File: config.mk
export PLATFORM = sky130hd
export DESIGN_NAME = sbac_back
export DESIGN_NICKNAME = d
export VERILOG_FILES = /design/src/hdl/sbac_pkg.sv /design/src/hdl/sbac_back.sv
export SDC_FILE = /design/constraint.sdc
export NUM_CORES = 1
export LEC_CHECK = 0
export BUFFER_PORTS_ARGS = -buffer_cell sky130_fd_sc_hd__buf_2
export CAP_MARGIN = 15
export CORE_UTILIZATION = 42
export CTS_CLUSTER_DIAMETER = 150
export CTS_CLUSTER_SIZE = 14
export DETAILED_ROUTE_END_ITERATION = 10
export PLACE_DENSITY = 0.87
export SLEW_MARGIN = 15
export SYNTH_ARGS = -nofsm -noshare
export SYNTH_HDL_FRONTEND = slang
export SYNTH_SLANG_ARGS = --single-unit
File: constraint.sdc
create_clock -name clk -period 8.7 [get_ports clk]
set_input_delay 1.74 -clock clk [delete_from_list [all_inputs] [get_ports clk]]
set_output_delay 1.74 -clock clk [all_outputs]
set_load 0.02 [all_outputs]
File: src/hdl/sbac_pkg.sv
// Shared types, constants and the arctangent table for the servo bearing block.
// No dependencies; every other file in hdl/ imports this package.
`timescale 1ns / 1ps

package sbac_pkg;

  // Number of micro-rotations requested, and the table limit
  localparam int CORDIC_STAGES = 16;
  localparam int TABLE_LEN     = 24;
  localparam int NUM_ROT       = (CORDIC_STAGES < TABLE_LEN) ? CORDIC_STAGES : TABLE_LEN;
  localparam int IDX_W         = $clog2(TABLE_LEN);

  // Field widths
  localparam int COORD_W = 16;
  localparam int ANGLE_W = 15;
  localparam int CFG_W   = 16;

  // Datapath widths: coordinates are pre-scaled by 2^PRE_SHIFT; vector growth
  // stays below 2^26, the angle sum (2^-16 degree) below 2^23.
  localparam int PRE_SHIFT = 8;
  localparam int XW        = 28;
  localparam int ZW        = 25;

  // Output rounding: 2^-16 degree down to 1/128 degree, round half up
  localparam int FRAC_SHIFT  = 9;
  localparam int ROUND_BIAS  = 256;
  localparam int ANGLE_LIMIT = 11520;

  // Register indexes on the configuration port
  localparam logic CFG_MOUNT_X = 1'b0;
  localparam logic CFG_MOUNT_Y = 1'b1;

  // Item as it moves down the pipeline
  typedef struct packed {
    logic signed [XW-1:0]      x;
    logic signed [XW-1:0]      y;
    logic signed [ZW-1:0]      z;
    logic                      use_cordic;  // 0: fix_angle is the answer
    logic signed [ANGLE_W-1:0] fix_angle;
    logic                      clamped;
  } pipe_t;

  // atan(2^-i) in units of 2^-16 degree, rounded to nearest
  function automatic logic signed [ZW-1:0] atan_lut(input logic [IDX_W-1:0] idx);
    logic signed [ZW-1:0] v;
    unique case (idx)
      5'd0:    v = ZW'(2949120);
      5'd1:    v = ZW'(1740967);
      5'd2:    v = ZW'(919879);
      5'd3:    v = ZW'(466945);
      5'd4:    v = ZW'(234379);
      5'd5:    v = ZW'(117304);
      5'd6:    v = ZW'(58666);
      5'd7:    v = ZW'(29335);
      5'd8:    v = ZW'(14668);
      5'd9:    v = ZW'(7334);
      5'd10:   v = ZW'(3667);
      5'd11:   v = ZW'(1833);
      5'd12:   v = ZW'(917);
      5'd13:   v = ZW'(458);
      5'd14:   v = ZW'(229);
      5'd15:   v = ZW'(115);
      5'd16:   v = ZW'(57);
      5'd17:   v = ZW'(29);
      5'd18:   v = ZW'(14);
      5'd19:   v = ZW'(7);
      5'd20:   v = ZW'(4);
      5'd21:   v = ZW'(2);
      5'd22:   v = ZW'(1);
      default: v = '0;
    endcase
    return v;
  endfunction

endpackage

File: src/hdl/sbac_back.sv
// Back stage: rounds the angle sum, saturates, picks the fixed answer.
// Holds the output register. Depends on sbac_pkg.
`timescale 1ns / 1ps

module sbac_back
  import sbac_pkg::*;
(
  input  logic                      clk,
  input  logic                      rst_n,
  input  logic                      in_valid,
  output logic                      in_ready,
  input  pipe_t                     in_data,
  output logic                      out_valid,
  input  logic                      out_ready,
  output logic signed [ANGLE_W-1:0] angle_fixed,
  output logic                      was_clamped
);

  localparam logic signed [ZW:0] LIM_POS_W = (ZW+1)'(ANGLE_LIMIT);
  localparam logic signed [ZW:0] LIM_NEG_W = (ZW+1)'(-ANGLE_LIMIT);

  logic signed [ZW:0]        z_round;
  logic signed [ZW:0]        z_q;
  logic signed [ANGLE_W-1:0] angle_nxt;
  logic signed [ANGLE_W-1:0] angle_r;
  logic                      clamped_r;
  logic                      valid_r;

  // Round half up to 1/128 degree
  assign z_round = $signed({in_data.z[ZW-1], in_data.z}) + (ZW+1)'(ROUND_BIAS);
  assign z_q     = z_round >>> FRAC_SHIFT;

  // Saturate CORDIC overshoot, otherwise take the fixed answer
  always_comb begin
    if (!in_data.use_cordic) begin
      angle_nxt = in_data.fix_angle;
    end else if (z_q > LIM_POS_W) begin
      angle_nxt = ANGLE_W'(ANGLE_LIMIT);
    end else if (z_q < LIM_NEG_W) begin
      angle_nxt = ANGLE_W'(-ANGLE_LIMIT);
    end else begin
      angle_nxt = z_q[ANGLE_W-1:0];
    end
  end

  assign in_ready = !valid_r || out_ready;

  always_ff @(posedge clk) begin
    if (!rst_n) begin
      valid_r <= 1'b0;
    end else if (in_ready) begin
      valid_r <= in_valid;
    end
  end

  always_ff @(posedge clk) begin
    if (in_ready && in_valid) begin
      angle_r   <= angle_nxt;
      clamped_r <= in_data.clamped;
    end
  end

  assign out_valid   = valid_r;
  assign angle_fixed = angle_r;
  assign was_clamped = clamped_r;

endmodule

# After elaboration in Yosys (flattened, before gate mapping)
# Cells that the tools add are included.
word_totals:
  ff_bits: 17
  inputBits: 102
  out_inout_bits: 18
  elab_cells: 12
op_classes:
  n_addsub: 1
  magnitude_cmp: 2
  n_mux: 3
  n_reduce_logical: 3
ops:
  columns: ["operator", "count"]
  rows:
  - ["15-bit two-way mux", 3]
  - ["25-bit by 10-bit adder with 26-bit output (second input constant)", 1]
  - ["17-bit by 15-bit > comparator with 1-bit output (second input constant)", 1]
  - ["17-bit by 15-bit < comparator with 1-bit output (second input constant)", 1]
  - ["1-bit logical AND", 1]
  - ["1-bit logical NOT", 1]
  - ["1-bit logical OR", 1]

# Longest topological paths before layout
depth:
  ltp_word: 5
  ltp_mapped: 10
  ltp_nobuf: 8

# Worst setup path after synthesis
# OpenSTA, ideal clock, no wires.
synth_path:
  path_type: "input -> register"
  from: "input in_data[25] (netlist bit)"
  to: "register angle_r[8] (netlist: angle_fixed[8]), data pin"
  setup_ps: 256
  arrival_time_ps: 3794
  required_time_ps: 8444
  slack_ps: 4649
  cell_stages: 10
  n_path_buf: 2
  cell_sequence: "ha_1 > buf_4 > nand4_2 > nor4_4 > xor2_2 > nor4_1 > or3_1 > a221o_1 > buf_6 > o22a_1"
synth_between:
  elab_chain_len: 5
  elab_cells_between_ends: 6
  classes_between: "1 x add/sub; 2 x order compare; 3 x mux"
synth_lines:
  columns: ["element", "line", "rtl"]
  rows:
  - ["start: declaration", "sbac_back.sv:12", "input pipe_t in_data,"]
  - ["25-bit by 10-bit adder with 26-bit output (*)", "sbac_back.sv:30", "assign z_round = $signed({in_data.z[ZW-1], in_data.z}) + (ZW+1)'(ROUND_BIAS);"]
  - ["17-bit by 15-bit < comparator with 1-bit output", "sbac_back.sv:39", "end else if (z_q < LIM_NEG_W) begin"]
  - ["15-bit two-way mux", "sbac_back.sv:39", null]
  - ["15-bit two-way mux (*)", "sbac_back.sv:37", "end else if (z_q > LIM_POS_W) begin"]
  - ["15-bit two-way mux (*)", "sbac_back.sv:35", "if (!in_data.use_cordic) begin"]
  - ["via angle_nxt[8]", "sbac_back.sv:24", "logic signed [ANGLE_W-1:0] angle_nxt;"]
  - ["end signal: assignment", "sbac_back.sv:58", "angle_r <= angle_nxt;"]
  - ["end: declaration", "sbac_back.sv:25", "logic signed [ANGLE_W-1:0] angle_r;"]
# The timed path passes the listed nets; every way through them passes the cells marked *.
# A chain may end at the register's enable or synchronous reset.

# Worst setup path in the final report
# Same ends and word-level chain as after synthesis.

==> impl_metrics.py <==
metrics = {
    "pwr": {
        "p_leak_nw": 0.6930,
        "powerDensity_nw_per_um2": 111.6,
        "ir_drop_mv": 0.03733,
    },
    "synth": {
        "postSynth.asyncResetShare_pct": 0,
        "yosysSeqAreaShare_pct": 33.84,
        "ys_ff_latch": 17,
        "synth_cell_type_count": 53,
        "yosys.area.top_type_share_pct": 32.49,
        "syn_area_um2": 1479,
        "yosys_warnings": 0,
        "synthCells": 150,
        "synth_compound_area_share_pct": 20.56,
        "synthTopCellsByArea": "edfxtp_1 32%, o2bb2ai_1 4.7%, xor2_1 4.1%",
        "synth-xor-area-share_pct": 8.799,
        "yosysMostFrequentCell": "edfxtp_1",
        "synth-simple-area-share_pct": 25.55,
        "netlist_top_cells_count": "16 x edfxtp_1, 10 x inv_1, 10 x nand2_1, 8 x nor2_1, 8 x o2bb2ai_1",
        "syn_nets": 253,
        "avgSynthCellArea_um2": 9.859,
        "synthFlopType": "edfxtp_1",
        "synth_top_family_by_area": "simple AND/OR/NAND/NOR gates",
        "synth_enable_flop_cells": 16,
        "synth_top_cell_by_area": "edfxtp_1",
        "synth_fa_ha_area_share_pct": 0.8460,
        "synthMuxAreaShare_pct": 1.438,
    },
    "clock_network": {
        "clkLatencyLatePin_ns": 0.28,
        "cts_sinks": 17,
        "cts_tree": "yes",
        "clk_pin_slew_ns": 0.09,
        "post_cts_resized": 0,
        "ctsLongestPathBuffers": 2,
        "holdBufCountCts": 0,
        "cts-root-buf": "clkbuf_4",
        "post-cts-setup-buffers": 0,
        "h-tree-depth": 1,
        "cts_buffers": 3,
    },
    "floorplan": {
        "start_util_pct": 43.97,
        "io_pins": 120,
        "rows": 21,
        "die_w_um": 61.34,
        "fp.coreArea_um2": 3363,
        "die_area_um2": 3763,
        "die_h_um": 61.34,
    },
    "worst_setup_path": {
        "worstSetupStartpoint": "in_data[25]",
        "r2r-start": "out_valid$_SDFFE_PN0N_",
        "cp_max_fo": 10,
        "required_ns": 8.74,
        "cp-end-kind": "flop",
        "critPathKind": "primary input to flop",
        "arrival_ns": 4.30,
        "start_kind": "primary input",
    },
    "sta": {
        "setup_viol": 0,
        "finalCritPeriodShare_pct": 48.99,
        "grt_setup_unrepaired": "no",
        "fin_tns_setup_ns": 0,
        "finalMaxSlewViolations": 0,
        "max_freq_mhz": 234.6,
        "worstMarginPinSlew_ns": 0.6328,
        "period_needed_ns": 4.262,
        "clock_skew_ns": 0.001465,
        "slew_headroom_pct": 57.81,
        "hold_viol_final": 0,
    },
    "placement": {
        "place.gp.congestion": 0.8924,
        "place_area_um2": 1720,
        "place_hpwl_mm": 2.566,
        "numPortBuffers": 55,
    },
    "final_layout": {
        "antennaDiodeCount": 0,
        "drive_above_1_share_pct": 36.18,
        "fin_area_um2": 1748,
        "finalNetCount": 303,
        "area_delta_synth_final_pct": 18.19,
        "nFillCells": 326,
    },
    "run": {
        "cap_violations": 0,
    },
    "run_status": {
        "status": "completed",
    },
    "drt": {
        "post_drt_wl_per_cell_um": 13.12,
        "totalWireLength_mm": 3.215,
        "drt-initial-drc-count": 51,
        "via_count": 1358,
        "viasPerCell": 5.543,
        "firstDrtPassIters": 4,
        "antenna_left": 0,
        "drcViolationCount": 0,
    },
    "grt": {
        "grtUsageTotal_pct": 16.73,
        "grt_max_degree": 17,
        "overflow": 0,
        "antenna_found_initial": 0,
        "grt_pass1_vias": 1146,
        "grt_pass1_wl_mm": 4.871,
    },
    "worst_hold_path": {
        "hp-class": "flop to flop",
        "min_from": "out_valid$_SDFFE_PN0N_",
    },
}
## per-layer routing
metal	global-route usage, %	up-vias	wire (um)
met5	0	-	0
met4	6.032	0	14
met3	0.8403	2	187
met2	28.57	63	1476
met1	22.49	603	1537
li1	-	690	-
## layout make-up
class	instances	area [um2]	share of cell area [%]
well taps	46	57.56	3.293
flip-flops and latches	17	500.5	28.63
repair buffers	55	275.3	15.75
clock buffers	3	22.52	1.288
inverters	11	41.29	2.362
clock inverters	1	5.005	0.2863
multi-input cells	112	845.8	48.39
## metrics by stage
stage	utilization, %	hold slack (ns)	setup slack (ns)	cells	power [mW]
2_1_floorplan	-	0.7496	4.649	150	0.1384
3_3_place_gp	51.15	0.5065	4.142	241	0.1563
3_5_place_dp	51.15	0.5250	4.116	241	0.1576
4_1_cts	51.97	0.5384	4.420	245	0.1951
5_1_grt	51.97	0.5875	4.221	245	0.2051
6_report	51.97	0.5396	4.438	245	0.1950
## cell families (layout without fill, tap and decap cells)
logic type                 Yosys count  in the layout
adders and majority gates            1              1
xor gates and xnor gates            14             14
and+or+nand+nor                     57             57
muxes                                2              2
buffers and inverters               21             70
DFF                                 17             17
AOI/OAI and AO/OA                   38             38
## placed cells by master (no fill, tap or decap), drive strengths merged, types with 2 or more instances in the layout
master and instances:
nand2 11, nor3 5, clkinv 2, inv 10, edfxtp 16, xnor2 6
a2111oi 2, and2 3, clkbuf 3, buf 55, o31ai 2, nand3 5
and3 2, nor2 8, nor4 5, o221a 2, a21oi 5, nand4 9
a21o 2, or3 3, o221ai 3, a31oi 3, o2bb2ai 8, or4 2
nand2b 2, xor2 8
## state kept, by name (all words and copies together), names as in the netlist
signal / cells
angle_fixed: 15
out_valid: 1
was_clamped: 1
## path summary, 6_finish.rpt
| kind | cells after the start | end | slack [ns] |
|---|---|---|---|
| hold / removal | 2 | out_valid$_SDFFE_PN0N_ | 0.54 |
| setup reg to reg | 2 | angle_fixed[7]$_DFFE_PP_ | 7.39 |
| setup / recovery | 9 | angle_fixed[8]$_DFFE_PP_ | 4.44 |
| hold reg to reg | 2 | out_valid$_SDFFE_PN0N_ | 0.54 |
## worst max-delay path: stages
cell and delay (ns):
buf_2 0.12, ha_1 0.41, nand4_2 0.30, nor4_4 0.38, xor2_2 0.24, nor4_1 0.08
or3_1 0.40, a221o_1 0.44, o22a_1 0.20
## power by group
group / internal, mW / switching, mW / total [mW] / leakage (nW)
Sequential: 0.0970 / 0.00113 / 0.0981 / 0.165
Combinational: 0.0218 / 0.0360 / 0.0578 / 0.511
Clock: 0.0170 / 0.0221 / 0.0391 / 0.0177
Note: power is estimated with default switching activity, not from simulation.
