### src/hdl/sbac_pkg.sv
// Shared types, constants and the arctangent table for the servo bearing block.
// No dependencies; every other file in hdl/ imports this package.
`timescale 1ns / 1ps

package sbac_pkg;

  // Number of micro-rotations requested, and the table limit
  localparam int CORDIC_STAGES = 16;
  localparam int TABLE_LEN     = 24;
  localparam int NUM_ROT       = (CORDIC_STAGES < TABLE_LEN) ? CORDIC_STAGES : TABLE_LEN;
  localparam int IDX_W         = $clog2(TABLE_LEN);

  // Field widths
  localparam int COORD_W = 16;
  localparam int ANGLE_W = 15;
  localparam int CFG_W   = 16;

  // Datapath widths: coordinates are pre-scaled by 2^PRE_SHIFT; vector growth
  // stays below 2^26, the angle sum (2^-16 degree) below 2^23.
  localparam int PRE_SHIFT = 8;
  localparam int XW        = 28;
  localparam int ZW        = 25;

  // Output rounding: 2^-16 degree down to 1/128 degree, round half up
  localparam int FRAC_SHIFT  = 9;
  localparam int ROUND_BIAS  = 256;
  localparam int ANGLE_LIMIT = 11520;

  // Register indexes on the configuration port
  localparam logic CFG_MOUNT_X = 1'b0;
  localparam logic CFG_MOUNT_Y = 1'b1;

  // Item as it moves down the pipeline
  typedef struct packed {
    logic signed [XW-1:0]      x;
    logic signed [XW-1:0]      y;
    logic signed [ZW-1:0]      z;
    logic                      use_cordic;  // 0: fix_angle is the answer
    logic signed [ANGLE_W-1:0] fix_angle;
    logic                      clamped;
  } pipe_t;

  // atan(2^-i) in units of 2^-16 degree, rounded to nearest
  function automatic logic signed [ZW-1:0] atan_lut(input logic [IDX_W-1:0] idx);
    logic signed [ZW-1:0] v;
    unique case (idx)
      5'd0:    v = ZW'(2949120);
      5'd1:    v = ZW'(1740967);
      5'd2:    v = ZW'(919879);
      5'd3:    v = ZW'(466945);
      5'd4:    v = ZW'(234379);
      5'd5:    v = ZW'(117304);
      5'd6:    v = ZW'(58666);
      5'd7:    v = ZW'(29335);
      5'd8:    v = ZW'(14668);
      5'd9:    v = ZW'(7334);
      5'd10:   v = ZW'(3667);
      5'd11:   v = ZW'(1833);
      5'd12:   v = ZW'(917);
      5'd13:   v = ZW'(458);
      5'd14:   v = ZW'(229);
      5'd15:   v = ZW'(115);
      5'd16:   v = ZW'(57);
      5'd17:   v = ZW'(29);
      5'd18:   v = ZW'(14);
      5'd19:   v = ZW'(7);
      5'd20:   v = ZW'(4);
      5'd21:   v = ZW'(2);
      5'd22:   v = ZW'(1);
      default: v = '0;
    endcase
    return v;
  endfunction

endpackage

### src/hdl/sbac_front.sv
// Front stage: offset subtraction, special-case sorting, CORDIC seeding.
// Depends on sbac_pkg.
`timescale 1ns / 1ps

module sbac_front
  import sbac_pkg::*;
(
  input  logic                      clk,
  input  logic                      rst_n,
  input  logic                      in_valid,
  output logic                      in_ready,
  input  logic signed [COORD_W-1:0] target_x,
  input  logic signed [COORD_W-1:0] target_y,
  input  logic                      target_valid,
  input  logic signed [COORD_W-1:0] mount_x,
  input  logic signed [COORD_W-1:0] mount_y,
  output logic                      out_valid,
  input  logic                      out_ready,
  output pipe_t                     out_data
);

  localparam logic signed [ANGLE_W-1:0] LIM_POS = ANGLE_W'(ANGLE_LIMIT);
  localparam logic signed [ANGLE_W-1:0] LIM_NEG = ANGLE_W'(-ANGLE_LIMIT);

  logic signed [COORD_W-1:0] dx;
  logic signed [COORD_W-1:0] dy;
  pipe_t                     data_nxt;
  pipe_t                     data_r;
  logic                      valid_r;

  // Differences wrap to 16 bits
  assign dx = target_x - mount_x;
  assign dy = target_y - mount_y;

  // Sort into the fixed answers and the CORDIC case
  always_comb begin
    data_nxt            = '0;
    data_nxt.x          = $signed({{(XW-COORD_W-PRE_SHIFT){dy[COORD_W-1]}}, dy,
                                   {PRE_SHIFT{1'b0}}});
    data_nxt.y          = $signed({{(XW-COORD_W-PRE_SHIFT){dx[COORD_W-1]}}, dx,
                                   {PRE_SHIFT{1'b0}}});
    data_nxt.z          = '0;
    data_nxt.use_cordic = 1'b0;
    data_nxt.fix_angle  = '0;
    data_nxt.clamped    = 1'b0;
    if (!target_valid) begin
      data_nxt.x = '0;
      data_nxt.y = '0;
    end else if (dy < 0) begin
      // target behind: pinned to the side, dx of zero counts as +180
      data_nxt.clamped   = 1'b1;
      data_nxt.fix_angle = (dx >= 0) ? LIM_POS : LIM_NEG;
    end else if (dy == 0) begin
      // lateral axis: exactly +/-90 is in range
      if (dx > 0) begin
        data_nxt.fix_angle = LIM_POS;
      end else if (dx < 0) begin
        data_nxt.fix_angle = LIM_NEG;
      end
    end else begin
      data_nxt.use_cordic = 1'b1;
    end
  end

  assign in_ready = !valid_r || out_ready;

  always_ff @(posedge clk) begin
    if (!rst_n) begin
      valid_r <= 1'b0;
    end else if (in_ready) begin
      valid_r <= in_valid;
    end
  end

  always_ff @(posedge clk) begin
    if (in_ready && in_valid) begin
      data_r <= data_nxt;
    end
  end

  assign out_valid = valid_r;
  assign out_data  = data_r;

endmodule

### config.mk
export PLATFORM = sky130hd
export DESIGN_NAME = sbac_front
export DESIGN_NICKNAME = d
export VERILOG_FILES = /design/src/hdl/sbac_pkg.sv /design/src/hdl/sbac_front.sv
export SDC_FILE = /design/constraint.sdc
export NUM_CORES = 1
export LEC_CHECK = 0
export BUFFER_PORTS_ARGS = -buffer_cell sky130_fd_sc_hd__buf_2
export CORE_ASPECT_RATIO = 0.5
export CORE_MARGIN = 3
export CORE_UTILIZATION = 48
export DETAILED_ROUTE_END_ITERATION = 12
export HOLD_SLACK_MARGIN = 0.03
export PLACE_DENSITY = 0.91
export SKIP_LAST_GASP = 1
export SYNTH_ARGS = -nofsm -noshare
export SYNTH_HDL_FRONTEND = slang
export SYNTH_SLANG_ARGS = --single-unit
### constraint.sdc
create_clock -name clk -period 3.3 [get_ports clk]
set_input_delay 0.66 -clock clk [delete_from_list [all_inputs] [get_ports clk]]
set_output_delay 0.66 -clock clk [all_outputs]
set_load 0.05 [all_outputs]
# --- After elaboration in Yosys (flattened, before gate mapping) ---
# Cells that the tools add are included.
op_classes:
  n_addsub: 2
  n_mul: 0
  n_div: 0
  n_lt_le_gt_ge: 4
  n_eq_ne: 0
  shifts: 0
  mux: 7
  bitwise_logic: 1
  n_reduce_logical: 5
op_table:
  columns: ["cell", "n"]
  rows:
  - ["$mux 15", 5]
  - ["$logic_not 32->1", 1]
  - ["$lt 16x1->1 const B", 2]
  - ["$sub 16x16->16", 2]
  - ["$ge 16x1->1 const B", 1]
  - ["$gt 16x1->1 const B", 1]
  - ["$mux 1", 2]
  - ["$reduce_or 2->1", 1]
  - ["$logic_and 1x1->1", 1]
  - ["$logic_not 1->1", 1]
  - ["$logic_or 1x1->1", 1]
  - ["$not 1->1", 1]
totals:
  regBits: 66
  latchBits: 0
  ramBits: 0
  romBits: 0
  inputBits: 69
  output_inout_bits: 100
  wordCells: 27
  n_memories: 0

# --- Longest topological paths before layout ---
depth:
  depth_word: 6
  mapped_depth: 11
  depth_no_buf: 11

# --- Worst setup path after synthesis ---
# Ideal clock, no wire load.
synth_timing:
  path_kind: "input-to-reg"
  start: "input port target_x[0]"
  end: "register data_r, in the netlist out_data[9], data pin"
  setup_ns: 0.268
  arrival_time_ns: 2.827
  required_time_ns: 3.032
  path_slack_ns: 0.206
  cell_stages: 11
  n_path_buf: 0
  cell_sequence: "inv_1 > ha_1 > fa_1 > nand2b_1 > a211oi_2 > nor3_2 > nor3_1 > o21ai_0 > a211o_1 > nor4_2 > a21oi_1"
synth_via:
  elab_chain_len: 6
  elab_cells_between_ends: 7
  cone_classes: "add/sub (1); order compare (2); mux (4)"
synth_lines:
  columns: ["element", "line", "source"]
  rows:
  - ["start: declaration", "sbac_front.sv:12", "input logic signed [COORD_W-1:0] target_x,"]
  - ["$sub 16x16->16 *", "sbac_front.sv:32", "assign dx = target_x - mount_x;"]
  - ["$lt 16x1->1", "sbac_front.sv:57", "end else if (dx < 0) begin"]
  - ["$mux 15", "sbac_front.sv:57", null]
  - ["$mux 15 *", "sbac_front.sv:55", "if (dx > 0) begin"]
  - ["$mux 15 *", "sbac_front.sv:53", "end else if (dy == 0) begin"]
  - ["$mux 15 *", "sbac_front.sv:49", "end else if (dy < 0) begin"]
  - ["end signal: assignment", "sbac_front.sv:77", "data_r <= data_nxt;"]
  - ["end: declaration", "sbac_front.sv:28", "pipe_t data_r;"]
# Every way passes the cells marked *; elsewhere a longest branch is shown, timed or not.
# A chain may end at the register's enable or synchronous reset.

# --- Final worst setup path ---
# Same ends and word-level chain as after synthesis.

==> summary.md <==
| Metric | Value |
|---|---|
| Synth top area share | 29.56% |
| Count leader, synth | buf_4 |
| Rows | 21 |
| Worst skew pair latency | 280 ps |
| Cell variety after synth | 65 |
| Vias after detailed routing | 3282 |
| CP startpoint kind | primary input |
| DP HPWL | 6.860 mm |
| Register area | 0.001101 sq mm |
| FF-to-FF setup slack | 1960 ps |
| VDD IR-drop max | 0.0002179 V |
| Unrepaired setup endpoints after global routing | false |
| Met1 Use GR | roughly 23% |
| Max Fanout on Critical Path | 4 |
| Drt pass-1 iters | 5 |
| Crit path arrival time | 3160 ps |
| Reg2reg start | out_valid |
| Critical path's most frequent cell | nor3_2 |
| Initial core utilization | 52.13% |
| Syn avg cell area | 8.813 sq um |
| Antenna Cells | 0 |
| Design area | 0.004299 sq mm |
| Post-CTS Setup Bufs | 0 |
| Die W | 129.4 um |
| Pwr/cell area | approximately 470 mW/mm^2 |
| Remaining antenna violation count | 0 |
| Hold Path Stages | 2 |
| H-tree levels | 2 |
| Yosys top cell by area | edfxtp_1 |
| CP bufs+invs | 2 |
| Tcrit/Tclk final | 95.13% |
| 1st-iter DRT viols | 162 |
| Root Driver | clkbuf_16 |
| GRT Overall Usage | between 10% and 20% |
| Final WS setup | roughly 160 ps |
| Slew headroom | 61.07% |
| Fmax | 318.5 MHz |
| CP top delay family | compound AO/OA/AOI/OAI gates |
| Crit Path Category | in -> reg |
| IO Pins | about 170 |
| HP Class | reg -> reg |
| RR Endpoint | out_data[60] |
| Mapped Area | about 0.0037 sq mm |
| Input/output buffers | 119 |
| # DRC | 0 |
| Dominant cells by area after synthesis | edfxtp_1 30%, buf_4 13%, ha_1 10%, inv_1 4.6%, nor2_1 4.4% |
| M3 GR Usage | ~3.9% |
| Worst Reg2Reg Path Length in Cells | 3 |
| Fin Hold WS | 559.0 ps |
| GRT busiest layer | met2 |
| Multi-input combinational cell area | between 0.002 and 0.0025 sq mm |
| Setup TNS | 0 ps |
| Primary FF master, synth | edfxtp_1 |
| CP Capture Type | flop |
| GRT met2 Usage | 32.67% |
| Drt total wl | 8.545 mm |
| Status | finished, final reports clean |
| First-pass GRT wire length | 12.89 mm |
| Clk_skew | 7.313 ps |
| Placed instance area | 0.004119 sq mm |
| Vias/cell | 5.268 |
| Layout Nets | 631 |
| Pre-CTS setup slack | -289.5 ps |
| Clock Pin Slew Worst Setup and Hold Paths | 60 ps |
| WP data required | 3320 ps |
| Min cycle time layout | 3139 ps |
| Clk buf depth | 2 |
| Hold Crit Start | out_valid |
| RD Place Congestion | 0.8637 |
| Worst path cell trace | buf_2, inv_1, ha_1, fa_1, nand2b_1, a211oi_2, nor3_2, nor3_2, o21ai_0, a211o_1, nor4_4, a21oi_1 |
| Core area | 0.007015 sq mm |
| Seq/Total Area, Yosys | 30.11% |
| Post-synthesis sequential element count | 37 |
| Gate Count Post-Synth | 415 |
| FILL cells | 628 |
| LEAKAGE | around 2.1 nW |
| Sink Count | 37 |
| Die height | 67.72 um |
| CTS tree | done |
| CTS Buf Count | 5 |
| Routed wire length per instance | between 10 and 15 um |
| DP Cell Count | 615 |
| CP peak stage delay | 410 ps |
| Area growth syn-to-layout | 17.55% |
| Largest net degree at the start of global routing | 37 |
| Post-cts resize count | 0 |
| YS warnings | 0 |
| Die area | 0.008766 sq mm |
| Count of pins over their slew limit | 0 |
| EDFF count, synth | 36 |
| Layout cell share with drive strength beyond 1 | about 29% |
| Grt total ovfl | 0 |
| Cell at the slowest stage of the critical path | fa_1 |
| Hold Path End | out_valid |
| Number of global-route vias before repair | 2868 |
| Setup violators final | 0 |
| Hold Buf Count CTS | 0 |
| Final non-filler cell total | around 620 |
| Actual slew at the worst max-slew pin | 569.3 ps |
| # Max-Cap Violations | 0 |
| Async SR Flop Fraction | 0% |
| Most frequent cells after synthesis | 62 x buf_4, 45 x inv_1, 43 x nor2_1, 36 x edfxtp_1, 30 x ha_1 |
| Antenna violations before repair | 0 |
| Fin. Hold Viols | 0 |
## layer usage
layer	wire length [um]	part of all wire, %
met1	3456	40
met2	4150	49
met3	799	9.4
met4	139	1.6
met5	0	0
## worst max-delay path by stage
stage                     cells past startpoint         from           to
final                                        12  target_x[0]  out_data[9]
after global routing                         12  target_x[0]  out_data[9]
after CTS                                    12  target_x[0]  out_data[9]
after detailed placement                     12  target_x[0]  out_data[9]
after global placement                       12  target_x[0]  out_data[9]
after floorplan                              11  target_x[0]  out_data[9]
## metrics by stage
stage / utilization [%] / power [mW]
finish: 61.28 / 2.017
global route: 61.28 / 2.120
CTS: 61.08 / 2.019
detailed placement: 58.71 / 1.476
global placement: 58.71 / 1.459
floorplan: - / 1.355
## layout by cell type (no fill, tap or decap), types with 3 or more instances in the layout
master,instances
a211o_1,3
a211oi_1,5
a21o_1,3
a21oi_1,17
a31oi_1,6
and2_1,10
and3_1,5
buf_2,119
buf_4,7
clkbuf_16,5
conb_1,49
edfxtp_1,36
ha_1,30
inv_1,45
nand2_1,14
nand2b_1,6
nand3_1,9
nand4_1,4
nor2_1,43
nor2b_1,3
nor3_1,13
nor3_2,3
o2111ai_1,4
o21a_1,5
o21ai_0,12
o21ai_1,4
o31a_1,4
or2_2,3
or3_1,6
xnor2_1,8
xor2_1,9
## report_power, final
part | total (mW) | switching, mW | internal, mW
Sequential | 0.593 | 0.0160 | 0.577
Combinational | 0.885 | 0.637 | 0.248
Clock | 0.539 | 0.185 | 0.354
## cell type report
type                    instances  share of cell area [%]
repair buffers                126                   15.08
inverters                      45                   3.929
multi-input cells             315                   48.84
clock inverters                 3                  0.9604
clock buffers                   5                   2.910
flip-flops and latches         37                   25.61
well taps                      92                   2.678
## worst reg2reg max path: stages, from the launching register on
cell	delay, ps
dfxtp_1	310
nand2b_1	110
and2_1	140
buf_4	420
## kinds of logic after synthesis
family,share of synthesized area (%)
muxes,0.2737
xor gates and xnor gates,4.071
and+or+nand+nor,18.92
AOI/OAI and AO/OA,17.38
adders and majority gates,11.36
other,0.1025
buffers and inverters,17.79
DFF,30.11
## sequential cells by signal, summed over array words and instances, names as in the netlist
| signal | count |
|---|---|
| out_data | 36 |
| out_valid | 1 |
(Power assumes the default switching activity.)
